**src/rtl/core/vdlw_pkg.sv**
```systemverilog
// ----------------------------------------------------------------------------
// vdlw_pkg
// Shared types and constants of the vector display list writer.
// ----------------------------------------------------------------------------
package vdlw_pkg;

    localparam int COORD_W = 10;
    localparam int ADDR_W  = 10;
    localparam int WORD_W  = 16;
    localparam int DEN_W   = 10;
    localparam int SHIFT_W = 4;
    localparam int STEP_W  = 4;

    // Display list word codes, before the byte swap
    localparam logic [WORD_W-1:0] WORD_MOVE  = 16'h0400;
    localparam logic [WORD_W-1:0] WORD_JUMP  = 16'h0800;
    localparam logic [WORD_W-1:0] WORD_BLANK = 16'hffff;

    // Speed word scaling
    localparam logic [WORD_W-1:0] SPEED_LIMIT = 16'h0100;
    localparam logic [WORD_W-1:0] SMALL_LIMIT = 16'h0020;
    localparam logic [DEN_W-1:0]  SMALL_DEN   = 10'h100;
    localparam logic [SHIFT_W-1:0] NORM_MSB   = 4'd15;
    localparam logic [STEP_W-1:0]  DIV_LAST   = 4'd15;

    // Word slots of one command
    localparam logic [1:0] SWAP_LAST_IDX = 2'd1;
    localparam logic [1:0] CMD_LAST_IDX  = 2'd3;
    localparam logic [1:0] IDX_MOVE      = 2'd0;
    localparam logic [1:0] IDX_BEAM      = 2'd1;
    localparam logic [1:0] IDX_SPEED_X   = 2'd2;

    typedef enum logic [1:0] {
        OP_MOVE = 2'd0,
        OP_LINE = 2'd1,
        OP_SWAP = 2'd2
    } t_op;

    typedef enum logic [2:0] {
        S_IDLE,
        S_NORM,
        S_DIV,
        S_SHR,
        S_EMIT
    } t_state;

    typedef struct packed {
        logic       take;
        logic       norm;
        logic       load_quot;
        logic       shr_step;
        logic       emit;
        logic       last;
        logic [1:0] idx;
    } t_cmd;

    typedef struct packed {
        logic [1:0] op;
        logic       div_busy;
        logic       shr_done;
        logic       out_free;
    } t_sts;

endpackage

```
**src/rtl/core/vector_display_list_writer.sv**
```systemverilog
// ----------------------------------------------------------------------------
// vector_display_list_writer
// Turns move / line / swap requests into byte-swapped display list words,
// each with its byte address in a double-buffered display memory.
// ----------------------------------------------------------------------------
//
//  channel   direction  handshake                  payload
//  -------   ---------  -------------------------  ------------------------------
//  in        sink       i_in_valid / o_in_ready    i_operation, i_x, i_y
//  out       source     o_out_valid / i_out_ready  o_address, o_word, o_last
//
// Sequence: one request at a time. A move is accepted, then emits 4 words; a
// swap emits 2. A line is accepted, normalized, divided by the 16-step
// divider, its quotient loaded, and the speed pair shifted right (at most
// 11 shifts) before its 4 words go out. An unused operation code is taken
// and dropped.
// Reset: synchronous, active low; clears pen, frame select and both write
// positions (frame 1 restarts at FRAME_BYTES). No clearing pass.
// Stalls: a word waits in the output register while i_out_ready is low; the
// next word holds in the controller. Input ready returns once the final word
// of a request is loaded, even if it has not been taken yet.
//
module vector_display_list_writer #(
    parameter int FRAME_BYTES = 512
) (
    input  logic                         i_clk,
    input  logic                         i_rst_n,
    input  logic                         i_in_valid,
    output logic                         o_in_ready,
    input  logic [1:0]                   i_operation,
    input  logic [vdlw_pkg::COORD_W-1:0] i_x,
    input  logic [vdlw_pkg::COORD_W-1:0] i_y,
    output logic                         o_out_valid,
    input  logic                         i_out_ready,
    output logic [vdlw_pkg::ADDR_W-1:0]  o_address,
    output logic [vdlw_pkg::WORD_W-1:0]  o_word,
    output logic                         o_last
);
    import vdlw_pkg::*;

    // Command from controller to datapath, status back
    t_cmd cmd;
    t_sts sts;

    // Sequence each request: accept, then for lines normalize / divide /
    // scale down, then hand words to the output register one at a time.
    vdlw_ctrl u_ctrl (
        .i_clk       (i_clk),
        .i_rst_n     (i_rst_n),
        .i_in_valid  (i_in_valid),
        .i_operation (i_operation),
        .o_in_ready  (o_in_ready),
        .o_cmd       (cmd),
        .i_sts       (sts)
    );

    // Hold pen, frame and write positions; compute speed words; drive outputs.
    vdlw_dp #(
        .FRAME_BYTES (FRAME_BYTES)
    ) u_dp (
        .i_clk       (i_clk),
        .i_rst_n     (i_rst_n),
        .i_cmd       (cmd),
        .o_sts       (sts),
        .i_operation (i_operation),
        .i_x         (i_x),
        .i_y         (i_y),
        .i_out_ready (i_out_ready),
        .o_out_valid (o_out_valid),
        .o_address   (o_address),
        .o_word      (o_word),
        .o_last      (o_last)
    );

endmodule

```
**src/rtl/core/vdlw_div.sv**
```systemverilog
// ----------------------------------------------------------------------------
// vdlw_div
// Restoring divider, one quotient bit per cycle.
// ----------------------------------------------------------------------------
module vdlw_div (
    input  logic                        i_clk,
    input  logic                        i_rst_n,
    input  logic                        i_start,
    input  logic [vdlw_pkg::WORD_W-1:0] i_num,
    input  logic [vdlw_pkg::DEN_W-1:0]  i_den,
    output logic                        o_busy,
    output logic [vdlw_pkg::WORD_W-1:0] o_quot
);
    import vdlw_pkg::*;

    logic              r_busy;
    logic [STEP_W-1:0] r_cnt;
    logic [WORD_W-1:0] r_num;
    logic [DEN_W-1:0]  r_den;
    logic [DEN_W-1:0]  r_rem;

    logic [DEN_W:0]    rem_sh;
    logic              q_bit;
    logic [DEN_W-1:0]  n_rem;

    always_comb begin
        rem_sh = {r_rem, r_num[WORD_W-1]};
        q_bit  = (rem_sh >= {1'b0, r_den});
        if (q_bit) begin
            n_rem = DEN_W'(rem_sh - {1'b0, r_den});
        end else begin
            n_rem = rem_sh[DEN_W-1:0];
        end
    end

    always_ff @(posedge i_clk) begin
        if (!i_rst_n) begin
            r_busy <= 1'b0;
            r_cnt  <= '0;
        end else if (i_start) begin
            r_busy <= 1'b1;
            r_cnt  <= '0;
        end else if (r_busy) begin
            r_cnt <= r_cnt + 1'b1;
            if (r_cnt == DIV_LAST) begin
                r_busy <= 1'b0;
            end
        end
    end

    always_ff @(posedge i_clk) begin
        if (i_start) begin
            r_num <= i_num;
            r_den <= i_den;
            r_rem <= '0;
        end else if (r_busy) begin
            r_num <= {r_num[WORD_W-2:0], q_bit};
            r_rem <= n_rem;
        end
    end

    assign o_busy = r_busy;
    assign o_quot = r_num;

endmodule

```
**src/rtl/core/vdlw_dp.sv**
```systemverilog
// ----------------------------------------------------------------------------
// vdlw_dp
// Datapath: pen, frame and write positions, speed computation, output register.
// ----------------------------------------------------------------------------
module vdlw_dp #(
    parameter int FRAME_BYTES = 512
) (
    input  logic                         i_clk,
    input  logic                         i_rst_n,
    input  vdlw_pkg::t_cmd               i_cmd,
    output vdlw_pkg::t_sts               o_sts,
    input  logic [1:0]                   i_operation,
    input  logic [vdlw_pkg::COORD_W-1:0] i_x,
    input  logic [vdlw_pkg::COORD_W-1:0] i_y,
    input  logic                         i_out_ready,
    output logic                         o_out_valid,
    output logic [vdlw_pkg::ADDR_W-1:0]  o_address,
    output logic [vdlw_pkg::WORD_W-1:0]  o_word,
    output logic                         o_last
);
    import vdlw_pkg::*;

    localparam logic [ADDR_W-1:0] BASE1 = ADDR_W'(FRAME_BYTES);
    localparam logic [ADDR_W:0]   FSIZE = (ADDR_W + 1)'(FRAME_BYTES);

    // Command and pen state
    logic [1:0]         r_op;
    logic [COORD_W-1:0] r_x, r_y;
    logic [COORD_W-1:0] r_dx, r_dy;
    logic [COORD_W-1:0] r_pen_x, r_pen_y;
    logic               r_frame;
    logic [ADDR_W-1:0]  r_wp0, r_wp1;

    // Speed state
    logic               r_xg;
    logic [DEN_W-1:0]   r_d;
    logic [WORD_W-1:0]  r_hi, r_lo;

    // Output register
    logic               r_out_valid;
    logic [ADDR_W-1:0]  r_address;
    logic [WORD_W-1:0]  r_word;
    logic               r_last;

    logic [COORD_W-1:0] dx, dy;
    logic               xg;
    logic [COORD_W-1:0] hi0, lo0;
    logic [SHIFT_W-1:0] msb, sh;
    logic [WORD_W-1:0]  num;
    logic [WORD_W-1:0]  quot;
    logic               div_busy;
    logic [WORD_W-1:0]  thr;
    logic               shr_done;
    logic [WORD_W-1:0]  lo_f, sx, sy;
    logic [ADDR_W-1:0]  wp, base, off, wp_next;
    logic [ADDR_W:0]    off2;
    logic [WORD_W-1:0]  raw;

    assign dx = (i_x > r_pen_x) ? i_x - r_pen_x : r_pen_x - i_x;
    assign dy = (i_y > r_pen_y) ? i_y - r_pen_y : r_pen_y - i_y;

    // Normalize: larger delta up to bit 15; smaller delta equals the divisor,
    // so its quotient is the shift as a power of two.
    always_comb begin
        xg  = (r_dx > r_dy);
        hi0 = xg ? r_dx : r_dy;
        lo0 = xg ? r_dy : r_dx;
        if (hi0 == '0) begin
            hi0 = COORD_W'(1);
        end
        if (lo0 == '0) begin
            lo0 = hi0;
        end
        msb = '0;
        for (int i = 0; i < COORD_W; i++) begin
            if (hi0[i]) begin
                msb = SHIFT_W'(i);
            end
        end
        sh  = NORM_MSB - msb;
        num = WORD_W'(hi0) << sh;
    end

    vdlw_div u_div (
        .i_clk   (i_clk),
        .i_rst_n (i_rst_n),
        .i_start (i_cmd.norm),
        .i_num   (num),
        .i_den   (lo0),
        .o_busy  (div_busy),
        .o_quot  (quot)
    );

    assign thr      = (r_d < SMALL_DEN) ? SMALL_LIMIT : WORD_W'(r_d);
    assign shr_done = !((r_lo >= thr) || (r_hi >= SPEED_LIMIT));
    assign lo_f     = (r_lo == '0) ? WORD_W'(1) : r_lo;
    assign sx       = r_xg ? r_hi : lo_f;
    assign sy       = r_xg ? lo_f : r_hi;

    // Write position of the drawing frame and its wrapped successor
    always_comb begin
        wp      = r_frame ? r_wp1 : r_wp0;
        base    = r_frame ? BASE1 : '0;
        off     = wp - base;
        off2    = {1'b0, off} + (ADDR_W + 1)'(2);
        if (off2 >= FSIZE) begin
            off2 = off2 - FSIZE;
        end
        wp_next = base + off2[ADDR_W-1:0];
    end

    always_comb begin
        raw = WORD_BLANK;
        case (r_op)
            OP_SWAP: begin
                // idx 0 sees the old frame, idx 1 the flipped one
                if (i_cmd.idx == IDX_MOVE) begin
                    raw = WORD_JUMP | WORD_W'(base);
                end else begin
                    raw = WORD_JUMP | WORD_W'(r_frame ? ADDR_W'(0) : BASE1);
                end
            end
            OP_LINE: begin
                case (i_cmd.idx)
                    IDX_MOVE:    raw = WORD_MOVE | WORD_W'(r_x);
                    IDX_BEAM:    raw = WORD_MOVE | WORD_W'(r_y);
                    IDX_SPEED_X: raw = sx;
                    default:     raw = sy;
                endcase
            end
            default: begin
                case (i_cmd.idx)
                    IDX_MOVE: raw = WORD_MOVE | WORD_W'(r_x);
                    IDX_BEAM: raw = WORD_W'(r_y);
                    default:  raw = WORD_BLANK;
                endcase
            end
        endcase
    end

    always_ff @(posedge i_clk) begin
        if (!i_rst_n) begin
            r_pen_x <= '0;
            r_pen_y <= '0;
            r_frame <= 1'b0;
            r_wp0   <= '0;
            r_wp1   <= BASE1;
        end else begin
            if (i_cmd.take && (i_operation == OP_MOVE || i_operation == OP_LINE)) begin
                r_pen_x <= i_x;
                r_pen_y <= i_y;
            end
            if (i_cmd.emit) begin
                if (r_op == OP_SWAP) begin
                    if (i_cmd.idx == IDX_MOVE) begin
                        r_frame <= ~r_frame;
                    end else if (r_frame) begin
                        r_wp1 <= BASE1;
                    end else begin
                        r_wp0 <= '0;
                    end
                end else if (r_frame) begin
                    r_wp1 <= wp_next;
                end else begin
                    r_wp0 <= wp_next;
                end
            end
        end
    end

    always_ff @(posedge i_clk) begin
        if (i_cmd.take) begin
            r_op <= i_operation;
            r_x  <= i_x;
            r_y  <= i_y;
            r_dx <= dx;
            r_dy <= dy;
        end
        if (i_cmd.norm) begin
            r_xg <= xg;
            r_d  <= lo0;
            r_lo <= WORD_W'(1) << sh;
        end
        if (i_cmd.load_quot) begin
            r_hi <= quot;
        end else if (i_cmd.shr_step) begin
            r_hi <= r_hi >> 1;
            r_lo <= r_lo >> 1;
        end
    end

    always_ff @(posedge i_clk) begin
        if (!i_rst_n) begin
            r_out_valid <= 1'b0;
        end else if (i_cmd.emit) begin
            r_out_valid <= 1'b1;
        end else if (i_out_ready) begin
            r_out_valid <= 1'b0;
        end
    end

    always_ff @(posedge i_clk) begin
        if (i_cmd.emit) begin
            r_address <= wp;
            r_word    <= {raw[7:0], raw[15:8]};
            r_last    <= i_cmd.last;
        end
    end

    assign o_sts.op       = r_op;
    assign o_sts.div_busy = div_busy;
    assign o_sts.shr_done = shr_done;
    assign o_sts.out_free = !r_out_valid || i_out_ready;

    assign o_out_valid = r_out_valid;
    assign o_address   = r_address;
    assign o_word      = r_word;
    assign o_last      = r_last;

endmodule

```
**src/rtl/core/vdlw_ctrl.sv**
```systemverilog
// ----------------------------------------------------------------------------
// vdlw_ctrl
// Controller: sequences accept, normalize, divide, scale down and word output.
// ----------------------------------------------------------------------------
module vdlw_ctrl (
    input  logic           i_clk,
    input  logic           i_rst_n,
    input  logic           i_in_valid,
    input  logic [1:0]     i_operation,
    output logic           o_in_ready,
    output vdlw_pkg::t_cmd o_cmd,
    input  vdlw_pkg::t_sts i_sts
);
    import vdlw_pkg::*;

    t_state     r_state, n_state;
    logic [1:0] r_idx, n_idx;
    logic       last;

    assign last = ((i_sts.op == OP_SWAP) && (r_idx == SWAP_LAST_IDX))
                  || (r_idx == CMD_LAST_IDX);

    always_ff @(posedge i_clk) begin
        if (!i_rst_n) begin
            r_state <= S_IDLE;
            r_idx   <= '0;
        end else begin
            r_state <= n_state;
            r_idx   <= n_idx;
        end
    end

    // Next state
    always_comb begin
        n_state = r_state;
        n_idx   = r_idx;
        unique case (r_state)
            S_IDLE: begin
                n_idx = '0;
                if (i_in_valid) begin
                    unique case (i_operation) inside
                        OP_LINE:          n_state = S_NORM;
                        OP_MOVE, OP_SWAP: n_state = S_EMIT;
                        default:          n_state = S_IDLE;
                    endcase
                end
            end
            S_NORM: n_state = S_DIV;
            S_DIV: begin
                if (!i_sts.div_busy) begin
                    n_state = S_SHR;
                end
            end
            S_SHR: begin
                if (i_sts.shr_done) begin
                    n_state = S_EMIT;
                end
            end
            S_EMIT: begin
                if (i_sts.out_free) begin
                    n_idx = r_idx + 1'b1;
                    if (last) begin
                        n_state = S_IDLE;
                        n_idx   = '0;
                    end
                end
            end
            default: n_state = S_IDLE;
        endcase
    end

    // Outputs
    always_comb begin
        o_in_ready      = 1'b0;
        o_cmd           = '0;
        o_cmd.idx       = r_idx;
        o_cmd.last      = last;
        unique case (r_state)
            S_IDLE: begin
                o_in_ready = 1'b1;
                o_cmd.take = i_in_valid;
            end
            S_NORM: o_cmd.norm      = 1'b1;
            S_DIV:  o_cmd.load_quot = !i_sts.div_busy;
            S_SHR:  o_cmd.shr_step  = !i_sts.shr_done;
            S_EMIT: o_cmd.emit      = i_sts.out_free;
            default: o_in_ready = 1'b0;
        endcase
    end

endmodule

```
**config.mk**
```make
export PLATFORM = sky130hd
export DESIGN_NAME = vector_display_list_writer
export DESIGN_NICKNAME = d
export VERILOG_FILES = /design/src/rtl/core/vdlw_pkg.sv /design/src/rtl/core/vector_display_list_writer.sv /design/src/rtl/core/vdlw_div.sv /design/src/rtl/core/vdlw_dp.sv /design/src/rtl/core/vdlw_ctrl.sv
export SDC_FILE = /design/constraint.sdc
export NUM_CORES = 1
export LEC_CHECK = 0
export BUFFER_PORTS_ARGS = -buffer_cell sky130_fd_sc_hd__buf_2
export CORE_ASPECT_RATIO = 1.25
export CORE_MARGIN = 5
export CORE_UTILIZATION = 35
export CTS_BUF_LIST = sky130_fd_sc_hd__clkbuf_4
export CTS_CLUSTER_SIZE = 30
export DETAILED_ROUTE_END_ITERATION = 6
export GPL_TIMING_DRIVEN = 0
export SLEW_MARGIN = 20
export SYNTH_ARGS = -nofsm -noshare
export SYNTH_HDL_FRONTEND = slang
export SYNTH_SLANG_ARGS = --single-unit
```
**constraint.sdc**
```tcl
create_clock -name i_clk -period 9.4 [get_ports i_clk]
set_clock_uncertainty 0.05 [all_clocks]
set_input_delay 0.94 -clock i_clk [delete_from_list [all_inputs] [get_ports i_clk]]
set_output_delay 0.94 -clock i_clk [all_outputs]
set_load 0.005 [all_outputs]
```
==> summary.txt <==
Synthesis
  • Largest family of logic cells by synthesized area: compound AO/OA/AOI/OAI gates
  • Yosys top cell area share: 29.4%
  • Avg Inst Size Synth: approximately 9.5 um^2
  • Leading area contributor after synthesis: edfxtp_1
  • Fraction of the mapped netlist area in simple logic gates: between 10% and 20%
  • Top post-synthesis cells by area: edfxtp_1, dfxtp_1, ha_1, a21oi_1, mux2i_1
  • Synth cell types: 70
  • Synth top cells by count: edfxtp_1, nand2_1, a21oi_1
  • Asr flop ratio synth: 0%
  • Syn nets: between 1000 and 1500
  • Fraction of synthesized cell area in xor and xnor cells: 2.22%
  • Yosys warning count: 0
  • Post-Syn Area: 11400 um^2
  • Synth Area in Adders: 9.40%
  • EDFF count, synth: 112
  • Register area share after synthesis: 43.0%
  • Post-synthesis compound-gate area fraction: 17.4%
  • Seq cells post-synth: 190
  • Mux cell area share after synthesis: 8.51%
  • Top_reg_cell synth: edfxtp_1
  • Top-count cell post-synth: edfxtp_1
  • Mapped Cells: roughly 1200

Floorplan
  • Die Wd: between 150 and 200 um
  • Die height: around 210 um
  • Initial Util: 35.2%
  • Num ports: 55
  • Die area: 36400 um^2
  • Cell Rows: 74
  • Core area: approximately 32000 um^2

STA
  • Final min period: about 3.6 ns
  • Rel. slew slack: 53.0%
  • Crit share post-route: 38.6%
  • RSZ-0062 raised after global routing: false
  • Worst-Margin Slew: 0.704 ns
  • Setup TNS Final: 0 ns
  • Hold violation count in the final report: 0
  • Final setup viols: 0
  • Fmax achieved: 276 MHz
  • Pins Over Slew Limit: 0
  • Hold slack final: 0.406 ns

Global routing
  • Pin count of the biggest net entering global routing: 24
  • Gr usage total: 16.5%
  • Gr ovfl total: 0
  • Initial antenna violation count: 1
  • Vias in the first global route: 8923
  • First-pass GRT wire length: 47400 um

Detailed routing
  • Final WL: just over 30000 um
  • Drt pass-1 iters: 7
  • Iter 0 DRT Violations: 527
  • Wire per inst: 17.7 um
  • DR DRC count: 0
  • DR vias: 9285
  • Antenna Violating Nets Remaining: 0
  • Via density: 5.44

Setup path
  • Crit path cell chain: inv_1 -> nand2_1 -> and2_1 -> ha_1 -> nand2b_1 -> a21o_1 -> a21oi_1 -> o21ai_0 -> o21ai_0 -> nand2_1 -> clkbuf_1 -> or2_2
  • Worst Setup EP: u_dp.r_hi[1]
  • CP max stage delay: 0.53 ns
  • CP max FO: 16
  • CP bufs+invs: 2
  • WP data arrival: 3.91 ns
  • Worst flop-to-flop path endpoint: u_dp.r_hi[1]
  • Setup crit start: u_dp.r_d[9]
  • Worst path slowest cell: or2_2
  • Worst path top cell family by delay: simple AND/OR/NAND/NOR gates
  • Critical path endpoint category: flip-flop
  • Critical R2R Launch: u_dp.r_d[9]
  • Crit path kind: reg -> reg
  • Required time of the critical path: ~9.7 ns
  • Critical path depth: 12
  • Internal reg-to-reg setup slack: between 5 and 6 ns
  • Crit start category: flip-flop
  • Worst reg-to-reg path cell count: 12

Place
  • IO Port Bufs: 54
  • HPWL Detailed: 23400 um
  • Placed inst area: 12300 um^2
  • Placed cell count: 1673
  • GPL Wtd Cong: 0.970

CTS
  • Postcts setup bufs: 0
  • H-tree depth: 4
  • Clk slew on worst S/H paths: 0.16 ns
  • Post_cts resized: 0
  • Clock Latency Late Sink: ~0.6 ns
  • Num CTS Buffers: 17
  • CTS tree: yes
  • Root buf cell: clkbuf_4
  • CTS sink cnt: 190
  • CTS Buffer Depth: 2
  • CTS Hold Buffers Added: 0

Power
  • Pwr dens: around 200 nW/um^2
  • Total power: 2.51 mW
  • Worst VDD drop: 0.0764 mV
  • Pleak: 5.05 nW

Finish
  • Fin cells: ~1700
  • Final net count: 1384
  • Final instance area: 12600 um^2
  • Layout cells sized above 1: 12.0%
  • Synth-to-layout area growth: 10.2%

Worst hold path
  • Hold/Removal Path Class: reg -> reg

Flow run
  • Max Cap Viol: 0

Outcome
  • Outcome: complete, no violations
## through the flow
stage | setup WS [ns] | utilization, %
floorplan | 6.02 | -
global placement | 5.34 | 37.7
detailed placement | 5.36 | 37.8
CTS | 5.68 | 38.8
global route | 5.43 | 38.8
finish | 5.77 | 38.8
## worst min path at each step
stage	from	cells after the start	to
CTS	u_dp.r_wp0[0]	2	u_dp.r_wp0[0]
floorplan	u_dp.r_wp1[0]	2	u_dp.r_wp1[0]
global placement	u_dp.r_wp1[0]	2	u_dp.r_wp1[0]
global route	u_dp.r_wp0[0]	2	u_dp.r_wp0[0]
detailed placement	u_dp.r_wp0[0]	2	u_dp.r_wp0[0]
finish	u_dp.r_wp1[0]	2	u_dp.r_wp1[0]
## layout make-up
type	instances	area (um^2)
diodes	2	5.00
clock inverters	15	173
fillers	3214	19900
well taps	418	523
repair buffers	57	337
plain buffers	58	229
inverters	97	364
multi-input cells	854	5930
clock buffers	17	128
flip-flops and latches	190	4920
## power by group
group,switching [mW],leakage (nW),internal [mW]
Sequential,0.103,1.69,1.01
Combinational,0.549,3.20,0.374
Clock,0.322,0.161,0.147
Total,0.974,5.05,1.53
## kinds of logic after synthesis
group	after synthesis
buffers and inverters	155
xor gates and xnor gates	29
muxes	92
AOI/OAI and AO/OA	307
and+or+nand+nor	343
DFF	190
adders and majority gates	83
## layout by cell type, fill, tap and decap left out, types with 19 or more instances in the layout
master and instances:
edfxtp_1 112, nand2_1 110, a21oi_1 106, inv_1 94, nor2_1 91, ha_1 78, dfxtp_1 78, buf_2 62
o21ai_0 57, mux2i_1 53, clkbuf_1 44, mux2_2 38, nor2b_1 26, nor3_1 22, nand3_1 21, a21o_1 19
## flip-flops by register name, indices dropped and copies added, names as in the netlist, 16 cells and up
name,flops
u_dp.u_div.o_quot,16
u_dp.r_hi,16
u_dp.r_lo,16
u_dp.o_word,16
## per-layer routing
| metal | vias up | routed length [um] | GRT usage, % |
|---|---|---|---|
| li1 | 4514 | - | - |
| met1 | 4444 | 13200 | 21.2 |
| met2 | 260 | 14600 | 27.8 |
| met3 | 67 | 1360 | 2.23 |
| met4 | 0 | 1070 | 6.91 |
| met5 | - | 0 | 0 |
## tightest hold or removal path, cell delays in order, from the launching register on
cell     delay (ns)
dfxtp_1        0.34
nand2_1        0.05
a41oi_1        0.04
No activity file was read; power rests on OpenSTA's default activity.
